## src/assert_macros.svh

```systemverilog
// ----------------------------------------------------------------------------
// Assertion macros
// Shared concurrent assertion wrappers, compiled out for synthesis.
// ----------------------------------------------------------------------------
`ifndef ASSERT_MACROS_SVH
`define ASSERT_MACROS_SVH
`ifndef SYNTHESIS
`define ASSERT_ALWAYS(label, clk, rst_n, expr) \
	label: assert property (@(posedge clk) disable iff (!rst_n) (expr)) \
		else $error("assertion failed");
`define ASSERT_NEXT(label, clk, rst_n, ante, cons) \
	label: assert property (@(posedge clk) disable iff (!rst_n) (ante) |=> (cons)) \
		else $error("assertion failed");
`else
`define ASSERT_ALWAYS(label, clk, rst_n, expr)
`define ASSERT_NEXT(label, clk, rst_n, ante, cons)
`endif
`endif

```

## src/poc_pkg.sv

```systemverilog
// ----------------------------------------------------------------------------
// poc_pkg
// Shared constants and types of the pattern occurrence counter.
// ----------------------------------------------------------------------------
`default_nettype none
package poc_pkg;
	localparam int MAX_PATTERN_DEF = 16;
	localparam int COUNT_WIDTH_DEF = 16;
	localparam int SLOTS           = 16;
	localparam int TOTAL_WIDTH     = 32;
	localparam int LEN_WIDTH       = 5;
	localparam int IDX_WIDTH       = 4;

	localparam logic [1:0] MODE_PLAIN       = 2'd0;
	localparam logic [1:0] MODE_NEW_SEQ     = 2'd1;
	localparam logic [1:0] MODE_CLEAR_ALL   = 2'd2;
	localparam logic [1:0] MODE_CLEAR_ALL_X = 2'd3;

	localparam logic [1:0] REG_CHARS_LOW   = 2'd0;
	localparam logic [1:0] REG_CHARS_HIGH  = 2'd1;
	localparam logic [1:0] REG_LENGTH      = 2'd2;
	localparam logic [1:0] REG_MIN_SUPPORT = 2'd3;

	localparam logic [LEN_WIDTH-1:0] LEN_MIN   = 5'd2;
	localparam logic [LEN_WIDTH-1:0] LEN_RESET = 5'd2;
	localparam logic [TOTAL_WIDTH-1:0] MIN_SUPPORT_RESET = 32'd1;

	typedef struct packed {
		logic       upd;
		logic       clear;
		logic [7:0] symbol;
	} cell_ctrl_t;
endpackage
`default_nettype wire

```

## src/poc_cell.sv

```systemverilog
// ----------------------------------------------------------------------------
// poc_cell
// One pattern position: counter, character match and priority hand-off.
// ----------------------------------------------------------------------------
`default_nettype none
module poc_cell #(
	parameter int COUNT_WIDTH = poc_pkg::COUNT_WIDTH_DEF,
	parameter bit FIRST       = 1'b0
) (
	input  wire                     clk,
	input  wire                     arst_n,
	input  poc_pkg::cell_ctrl_t     ctrl,
	input  wire                     active,
	input  wire  [7:0]              pchar,
	input  wire  [COUNT_WIDTH-1:0]  prev_eff,
	input  wire                     taken_in,
	output logic [COUNT_WIDTH-1:0]  eff,
	output logic                    taken_out,
	output logic                    win
);
	logic [COUNT_WIDTH-1:0] count_q;
	logic                   cand;
	logic [COUNT_WIDTH-1:0] count_next;

	always_comb begin
		eff = ctrl.clear ? '0 : count_q;
		cand = active && (pchar == ctrl.symbol) && (FIRST || (eff < prev_eff));
		win = cand && !taken_in;
		taken_out = taken_in || cand;
		count_next = (win && (eff != '1)) ? eff + 1'b1 : eff;
	end

	always_ff @(posedge clk or negedge arst_n) begin
		if (!arst_n) begin
			count_q <= '0;
		end else if (ctrl.upd) begin
			count_q <= count_next;
		end
	end
endmodule
`default_nettype wire

```

## src/pattern_occurrence_counter_core.sv

```systemverilog
// ----------------------------------------------------------------------------
// pattern_occurrence_counter_core
// Counts pattern occurrences in a symbol stream with one cell per position.
// ----------------------------------------------------------------------------
// channel | direction | handshake          | payload
// s_      | in        | s_tvalid/s_tready  | s_tdata symbol, s_tuser mode
// m_      | out       | m_tvalid/m_tready  | m_tdata hit, index, done, total, frequent
// cfg_    | in        | cfg_valid/cfg_ready| cfg_index, cfg_data
//
// One item per cycle while s_tready is high; the result is registered on
// acceptance. All cells resolve the symbol in the acceptance cycle through the
// priority chain that runs from the last position down to position zero.
// Reset clears counters, total and configuration (length 2, min support 1).
// s_tready drops only while a result waits and m_tready is low.
// cfg_ready is always high.
// ----------------------------------------------------------------------------
`default_nettype none
`include "assert_macros.svh"
module pattern_occurrence_counter_core #(
	parameter int MAX_PATTERN = poc_pkg::MAX_PATTERN_DEF,
	parameter int COUNT_WIDTH = poc_pkg::COUNT_WIDTH_DEF
) (
	input  wire         clk,
	input  wire         arst_n,
	input  wire         s_tvalid,
	output logic        s_tready,
	input  wire  [7:0]  s_tdata,  // [7:0] symbol
	input  wire  [1:0]  s_tuser,  // [1:0] mode
	output logic        m_tvalid,
	input  wire         m_tready,
	output logic [39:0] m_tdata,  // [0] position_hit, [4:1] hit_index,
	                              // [5] occurrence_done, [37:6] total_occurrences,
	                              // [38] frequent, [39] zero
	input  wire         cfg_valid,
	output logic        cfg_ready,
	input  wire  [1:0]  cfg_index,
	input  wire  [63:0] cfg_data
);
	localparam int TW = poc_pkg::TOTAL_WIDTH;
	localparam int LW = poc_pkg::LEN_WIDTH;
	localparam int IW = poc_pkg::IDX_WIDTH;

	logic [63:0]   chars_low_q;
	logic [63:0]   chars_high_q;
	logic [LW-1:0] length_q;
	logic [TW-1:0] min_support_q;
	logic [TW-1:0] total_q;

	logic          out_valid_q;
	logic          hit_q;
	logic [IW-1:0] index_q;
	logic          done_q;
	logic [TW-1:0] total_out_q;
	logic          frequent_q;

	logic                   s_acc;
	logic [LW-1:0]          len_used;
	logic [127:0]           chars_all;
	poc_pkg::cell_ctrl_t    ctrl;
	logic                   clear_total;
	logic [MAX_PATTERN:0]   taken;
	logic [MAX_PATTERN-1:0] win;
	logic [COUNT_WIDTH-1:0] eff [MAX_PATTERN];
	logic [IW-1:0]          index_c;
	logic                   hit_c;
	logic                   done_c;
	logic [TW-1:0]          total_base;
	logic [TW-1:0]          total_next;

	assign cfg_ready = 1'b1;
	assign s_tready  = !out_valid_q || m_tready;
	assign s_acc     = s_tvalid && s_tready;
	assign chars_all = {chars_high_q, chars_low_q};
	assign taken[MAX_PATTERN] = 1'b0;

	always_comb begin
		if (length_q < poc_pkg::LEN_MIN) begin
			len_used = poc_pkg::LEN_MIN;
		end else if (length_q > LW'(MAX_PATTERN)) begin
			len_used = LW'(MAX_PATTERN);
		end else begin
			len_used = length_q;
		end
		ctrl.upd    = s_acc;
		ctrl.clear  = (s_tuser != poc_pkg::MODE_PLAIN);
		ctrl.symbol = s_tdata;
		clear_total = (s_tuser == poc_pkg::MODE_CLEAR_ALL) ||
			(s_tuser == poc_pkg::MODE_CLEAR_ALL_X);
	end

	for (genvar m = 0; m < MAX_PATTERN; m++) begin : g_cell
		poc_cell #(
			.COUNT_WIDTH(COUNT_WIDTH),
			.FIRST      (m == 0)
		) u_cell (
			.clk      (clk),
			.arst_n   (arst_n),
			.ctrl     (ctrl),
			.active   (LW'(m) < len_used),
			.pchar    (chars_all[8*m +: 8]),
			.prev_eff ((m == 0) ? '0 : eff[(m == 0) ? 0 : m-1]),
			.taken_in (taken[m+1]),
			.eff      (eff[m]),
			.taken_out(taken[m]),
			.win      (win[m])
		);
	end

	always_comb begin
		index_c = '0;
		done_c  = 1'b0;
		for (int i = 0; i < MAX_PATTERN; i++) begin
			if (win[i]) begin
				index_c = index_c | IW'(i);
			end
			if (win[i] && (LW'(i) == (len_used - 1'b1))) begin
				done_c = 1'b1;
			end
		end
		hit_c      = |win;
		total_base = clear_total ? '0 : total_q;
		total_next = (done_c && (total_base != '1)) ? total_base + 1'b1 : total_base;
	end

	always_ff @(posedge clk or negedge arst_n) begin
		if (!arst_n) begin
			chars_low_q   <= '0;
			chars_high_q  <= '0;
			length_q      <= poc_pkg::LEN_RESET;
			min_support_q <= poc_pkg::MIN_SUPPORT_RESET;
		end else if (cfg_valid) begin
			unique case (cfg_index)
				poc_pkg::REG_CHARS_LOW:   chars_low_q   <= cfg_data;
				poc_pkg::REG_CHARS_HIGH:  chars_high_q  <= cfg_data;
				poc_pkg::REG_LENGTH:      length_q      <= cfg_data[LW-1:0];
				poc_pkg::REG_MIN_SUPPORT: min_support_q <= cfg_data[TW-1:0];
				default: ;
			endcase
		end
	end

	always_ff @(posedge clk or negedge arst_n) begin
		if (!arst_n) begin
			total_q     <= '0;
			out_valid_q <= 1'b0;
		end else begin
			if (s_acc) begin
				total_q     <= total_next;
				out_valid_q <= 1'b1;
			end else if (m_tready) begin
				out_valid_q <= 1'b0;
			end
		end
	end

	always_ff @(posedge clk) begin
		if (s_acc) begin
			hit_q       <= hit_c;
			index_q     <= index_c;
			done_q      <= done_c;
			total_out_q <= total_next;
			frequent_q  <= (total_next >= min_support_q);
		end
	end

	assign m_tvalid = out_valid_q;
	assign m_tdata  = {1'b0, frequent_q, total_out_q, done_q, index_q, hit_q};

	`ASSERT_ALWAYS(a_win_onehot, clk, arst_n, $onehot0(win))
	`ASSERT_ALWAYS(a_done_needs_hit, clk, arst_n, !out_valid_q || !done_q || hit_q)
	`ASSERT_NEXT(a_accept_fills, clk, arst_n, s_acc, out_valid_q)
	`ASSERT_NEXT(a_total_cleared, clk, arst_n, s_acc && clear_total && !done_c, total_q == '0)
	`ASSERT_NEXT(a_total_tracks, clk, arst_n, s_acc, total_out_q == total_q)
endmodule
`default_nettype wire

```

## config.mk

```make
export PLATFORM = sky130hd
export DESIGN_NAME = pattern_occurrence_counter_core
export DESIGN_NICKNAME = d
export VERILOG_FILES = /design/src/poc_pkg.sv /design/src/poc_cell.sv /design/src/pattern_occurrence_counter_core.sv
export VERILOG_INCLUDE_DIRS = /design/src /design/src/src
export SDC_FILE = /design/constraint.sdc
export NUM_CORES = 2
export LEC_CHECK = 0
export BUFFER_PORTS_ARGS = -buffer_cell sky130_fd_sc_hd__buf_2
export CAP_MARGIN = 30
export CORE_MARGIN = 1.5
export CORE_UTILIZATION = 24
export CTS_CLUSTER_SIZE = 40
export DETAILED_ROUTE_END_ITERATION = 10
export SETUP_SLACK_MARGIN = 0.5
export SLEW_MARGIN = 25
export SYNTH_ARGS = -nofsm -noshare
export SYNTH_HDL_FRONTEND = slang
export SYNTH_SLANG_ARGS = --single-unit
export TNS_END_PERCENT = 20
```

## constraint.sdc

```tcl
create_clock -name clk -period 10.6 [get_ports clk]
set_input_delay 0 -clock clk [delete_from_list [all_inputs] [get_ports clk]]
set_output_delay 0 -clock clk [all_outputs]
set_load 0.01 [all_outputs]
```

Word level (Yosys, flattened, before mapping)
Cells that the tools add are included.
{"block": "classes", "n_addsub": 18, "magnitude_cmp": 34, "n_eq_ne": 53, "n_mux": 65, "reduce_logical": 124}
{"operator": "$mux 16", "n": 32}
{"operator": "$add 16x1->16 const B", "n": 16}
{"operator": "$ne 16x16->1 const B", "n": 16}
{"operator": "$lt 16x16->1", "n": 15}
{"operator": "$eq 8x8->1", "n": 16}
{"operator": "$logic_and 1x1->1", "n": 80}
{"operator": "$mux 32", "n": 2}
{"operator": "$eq 4x5->1 const A", "n": 8}
{"operator": "$lt 4x5->1 const A", "n": 8}
{"operator": "$add 32x1->32 const B", "n": 1}
{"operator": "$ge 32x32->1", "n": 1}
{"operator": "$ne 32x32->1 const B", "n": 1}
{"operator": "$mux 1", "n": 21}
{"operator": "$eq 3x5->1 const A", "n": 4}
{"operator": "$lt 3x5->1 const A", "n": 4}
{"operator": "$logic_not 1->1", "n": 16}
{"operator": "$logic_or 1x1->1", "n": 16}
{"operator": "$reduce_or 16->1", "n": 1}
{"operator": "$mux 3", "n": 4}
{"operator": "$eq 2x5->1 const A", "n": 2}
{"operator": "$lt 1x5->1 const A", "n": 2}
{"operator": "$lt 2x5->1 const A", "n": 2}
{"operator": "$mux 5", "n": 2}
{"operator": "$eq 2x2->1 const B", "n": 4}
{"operator": "13 further kinds", "n": 20}
{"block": "word_totals", "register_bits": 493, "in_bits": 81, "out_inout_bits": 43, "word_cells": 324}

Logic depth before layout (Yosys ltp)
{"block": "logic_depth", "depth_word": 42, "mapped_depth": 40, "ltp_nobuf": 26}

Cells and area by module
Synthesis repeated with hierarchy kept, for this count alone.
{"block": "hier_totals", "cells_unflattened": 4258, "area_unflattened_um2": 38185.4}
{"mod": "poc_cell at g_cell[10].u_cell ...", "n_inst": 14, "cells_per_inst": 214, "area_per_inst_um2": 1710.4, "seq_area_each_um2": 400.4}
{"mod": "pattern_occurrence_counter_core", "n_inst": 1, "cells_per_inst": 924, "area_per_inst_um2": 11394.7, "seq_area_each_um2": 6128.4}
{"mod": "poc_cell at g_cell[15].u_cell", "n_inst": 1, "cells_per_inst": 205, "area_per_inst_um2": 1619.1, "seq_area_each_um2": 400.4}
{"mod": "poc_cell at g_cell[0].u_cell", "n_inst": 1, "cells_per_inst": 133, "area_per_inst_um2": 1226.2, "seq_area_each_um2": 400.4}

Least setup slack after synthesis
OpenSTA, ideal clock, no wires.
{"block": "synth_timing", "path_type": "input to register", "startpoint": "input port s_tuser[0]", "endpoint": "register frequent_q (data pin)", "setup_ps": 269, "t_arrival_ps": 6937, "t_required_ps": 10331, "setup_slack_ps": 3394, "path_stages": 38, "n_path_buf": 13, "path_cell_list": "buf_2 nor2_1 buf_2 buf_2 buf_2 buf_2 buf_2 buf_2 buf_2 buf_1 clkbuf_1 clkbuf_1 clkbuf_1 nand2_1 ha_1 nand2_1 nor4_1 o2111ai_1 [2 not listed] nor4_1 nand3_1 a311oi_2 inv_1 nand2_1 buf_2 xor2_1 ha_1 nand2b_1 a21o_1 a21o_1 a21o_1 a21oi_1 nor2b_1 o21ai_0 nand2b_1 a21oi_1 o41ai_1"}
{"block": "synth_via", "elab_chain_len": 40, "word_cells_on_any_way": 132, "classes_between": "add/sub: 1; order compare: 16; eq/ne: 3; mux: 34; reduce/logical: 78"}
{"element": "start, declared", "line": "pattern_occurrence_counter_core.sv:28", "source": "input wire [1:0] s_tuser,"}
{"element": "$reduce_bool 2->1", "line": "pattern_occurrence_counter_core.sv:85", "source": "ctrl.clear = (s_tuser != poc_pkg::MODE_PLAIN);"}
{"element": "$mux 16", "line": "poc_cell.sv:26", "source": "eff = ctrl.clear ? '0 : count_q;"}
{"element": "$lt 16x16->1", "line": "poc_cell.sv:27", "source": "cand = active && (pchar == ctrl.symbol) && (FIRST || (eff < prev_eff));"}
{"element": "$logic_and 1x1->1", "line": "poc_cell.sv:27"}
{"element": "$logic_or 1x1->1 (14 in series)", "line": "poc_cell.sv:29", "source": "taken_out = taken_in || cand;"}
{"element": "$logic_not 1->1", "line": "poc_cell.sv:28", "source": "win = cand && !taken_in;"}
{"element": "$logic_and 1x1->1", "line": "poc_cell.sv:28"}
{"element": "$logic_and 1x1->1", "line": "pattern_occurrence_counter_core.sv:116", "source": "if (win[i] && (LW'(i) == (len_used - 1'b1))) begin"}
{"element": "$mux 1 (16 in series)", "line": "pattern_occurrence_counter_core.sv:116"}
{"element": "$logic_and 1x1->1", "line": "pattern_occurrence_counter_core.sv:122", "source": "total_next = (done_c && (total_base != '1)) ? total_base + 1'b1 : total_base;"}
{"element": "$mux 32 (*)", "line": "pattern_occurrence_counter_core.sv:122"}
{"element": "$ge 32x32->1 (*)", "line": "pattern_occurrence_counter_core.sv:162", "source": "frequent_q <= (total_next >= min_support_q);"}
{"element": "end signal, assigned", "line": "pattern_occurrence_counter_core.sv:162"}
{"element": "end, declared", "line": "pattern_occurrence_counter_core.sv:54", "source": "logic frequent_q;"}
Mark *: on every way between the ends. The rest lies on a longest branch, timed or not.
A chain may end at the register's enable or synchronous reset.

Final worst setup path
{"block": "layout_timing", "startpoint": "input port s_tuser[1]", "endpoint": "register frequent_q (data pin)"}
The elaborated chain is that of the path after synthesis.

==> flow_summary.ini <==
[critical_path]
critPathMaxStageDelay_ps = 920
rr_endpoint = frequent_q$_DFFE_PP_
arrival_ps = 7980
reg2reg_slack_ps = 3220
critical_path_class = in -> reg
crit_required_ps = 10980
path_buf_inv = 5
critPathSlowestCell = nor4_1
endpoint_kind = flop
startpoint_type = input pin
cp_top_family = simple AND/OR/NAND/NOR gates
critPathMaxFanout = 109
reg2reg_from = chars_high_q[17]$_DFFE_PN0P_
reg2reg_depth = 22

[route]
num_vias = 28000
routed_via_density = 4.97
post-route-drc-count = 0
drtAntennaViolNets = 0
drt_iter0_drc = 2043
routed_wl_um = 103000
wire_per_inst_um = 18.3
dr.pass1.iters = 5

[synth]
syn-cell-area_sq_um = 33000
yosysTopAreaCell = dfrtp_1
ys_seq_elements = 493
synthTopCellsByArea = dfrtp_1, ha_1, nand2_1
async_flop_share = 0.921
synth_common_cells = nand2_1, dfrtp_1, inv_1, ha_1, xnor2_1
synth-simple-area-share = 0.214
ys_warn_count = 0
netlist_instances = 3678
synthAdderAreaFrac = 0.102
yosysUniqueCellTypes = 85
synth_top_family_by_area = simple AND/OR/NAND/NOR gates
avgSynthCellArea_sq_um = 8.96
synth_xor_xnor_area_share = 0.0829
yosysSeqAreaShare = 0.380
yosys.area.top_type_share = 0.343
synth_edf_count = 39
synth_fp_nets = 4029
synth-compound-area-share = 0.107
ys.flop_type = dfrtp_1
synthMuxAreaShare = 0.0600
yosysMostFrequentCell = nand2_1

[grt]
grt_pass1_vias = 27500
antenna_found_initial = 6
grt_usage = 0.145
grt_first_pass_wirelength_um = 163000
grt_overflow = 0
grt_max_degree = 110

[worst_hold_path]
min_path_type = in -> async

[clock_tree]
clock_path_buffers = 3
clk_pin_slew_ps = 60
htreeDepth = 2
cts.sinks = 493
clock_latency_ps = 640
cts_resized = 0
ctsHoldBuffers = 70
root_buffer = clkbuf_16
cts_tree = yes
numCtsBuffers = 56
post_cts_buffers = 0

[final_layout]
fin_cells = 5635
area_growth_pct = 15.9
num-nets-final = 4157
drive_gt1_frac = 0.123
fillers = 14400

[sta]
finalHoldViolations = 0
finClkSkew_ps = 17.7
final.period_utilization = 0.717
rsz0062_at_grt = false
clock.fmax_ghz = 0.132
setup_tns_ps = 0
slew_viol_final = 0
period_needed_ps = 7600
tightest_slew_ps = 1050
hold_slack_ps = 25.5
max_slew_margin = 0.293
finalSetupViolCount = 0

[die]
std_cell_rows = 135
io_pins = 124
die_area_sq_um = 140000
initial_utilization = 0.243
die_width_um = 374
core_area_sq_um = 136000
die_y_um = 374

[placed_design]
dp_hpwl_um = 76500
dp_cells = 5458
gp_congestion = 0.902
portBuffers = 121

[power]
p_total_uw = 4810
ir_drop_v = 0.000129
power_density_nw_per_um2 = 126
p_leak_uw = 0.0172

[flow_run]
max_cap_viol_count = 0

[run_status]
status = finished clean
==> cell families (layout without fill, tap and decap cells) <==
group | after synthesis | in the layout
AND/OR/NAND/NOR | 1455 | 1455
AO/OA/AOI/OAI | 524 | 524
flip-flops | 493 | 493
buffers and inverters | 445 | 620
XOR/XNOR | 312 | 312
adder cells (fa/ha/maj) | 270 | 270
multiplexers | 177 | 177
other | 2 | 3
==> placed cells by master (no fill, tap or decap), types with 10 or more instances in the layout <==
cell	count
nor4_1	49
or2_2	18
and2_1	37
or3_1	33
xor2_1	127
a21oi_1	124
mux2i_1	11
nand2_1	649
buf_4	34
clkbuf_8	13
buf_2	123
edfxtp_1	39
clkbuf_1	19
a31oi_1	22
or4_1	17
o211ai_1	34
mux2_2	166
nor3_1	86
nand2b_1	14
o31ai_1	32
ha_1	270
clkbuf_16	56
a21o_1	31
dfrtp_1	452
nor2_1	138
inv_1	280
and3_1	58
dlygate4sd3_1	70
xnor2_1	185
o21ai_0	129
a211oi_1	18
nand3_1	141
and4_1	19
a22o_1	14
o21a_1	10
nor2b_1	33
o311ai_0	19
nand4_1	114
==> where the power goes <==
part | switching, uW | total [uW] | internal (uW)
Combinational | 333 | 586 | 253
Sequential | 103 | 2130 | 2030
Clock | 849 | 2090 | 1240
Total | 1280 | 4810 | 3530
==> layer usage <==
layer | share of wire | GRT usage | up-vias | wire length (um)
li1 | - | - | 13200 | -
met1 | 0.46 | 0.204 | 13700 | 47600
met2 | 0.45 | 0.231 | 936 | 46400
met3 | 0.062 | 0.0219 | 172 | 6400
met4 | 0.026 | 0.0381 | 6 | 2660
met5 | 0.00044 | 0 | - | 45
==> layout make-up <==
type,instances,area [sq um],area share
diodes,1,2.50,0.0000655
inverters,282,1060,0.0278
repair buffers,233,1700,0.0445
well taps,1781,2230,0.0583
clock buffers,88,1650,0.0432
multi-input cells,2740,18700,0.490
flip-flops and latches,493,12500,0.328
clock inverters,17,302,0.00789
==> flip-flops by register name, indices dropped and copies added, names as in the netlist <==
name	flops
chars_low_q	64
m_tvalid	1
frequent_q	1
g_cell.u_cell.count_q	256
length_q	5
index_q	4
done_q	1
min_support_q	32
total_out_q	32
chars_high_q	64
total_q	32
hit_q	1
==> worst max path at each step <==
stage	from	to	slack [ps]	depth (start not counted)
floorplan	s_tuser[0]	frequent_q$_DFFE_PP_	3390	38
global placement	s_tuser[1]	frequent_q$_DFFE_PP_	2560	28
detailed placement	s_tuser[1]	frequent_q$_DFFE_PP_	2460	28
CTS	s_tuser[1]	frequent_q$_DFFE_PP_	3120	28
global route	s_tuser[1]	frequent_q$_DFFE_PP_	2570	28
finish	s_tuser[1]	frequent_q$_DFFE_PP_	3000	28
==> through the flow <==
stage	cell area (sq um)	setup slack [ps]	util
finish	38200	3000	0.281
global route	38200	2570	0.281
CTS	38200	3120	0.281
detailed placement	35500	2460	0.262
global placement	35500	2560	0.261
floorplan	33000	3390	-
No activity file was read; power rests on OpenSTA's default activity.
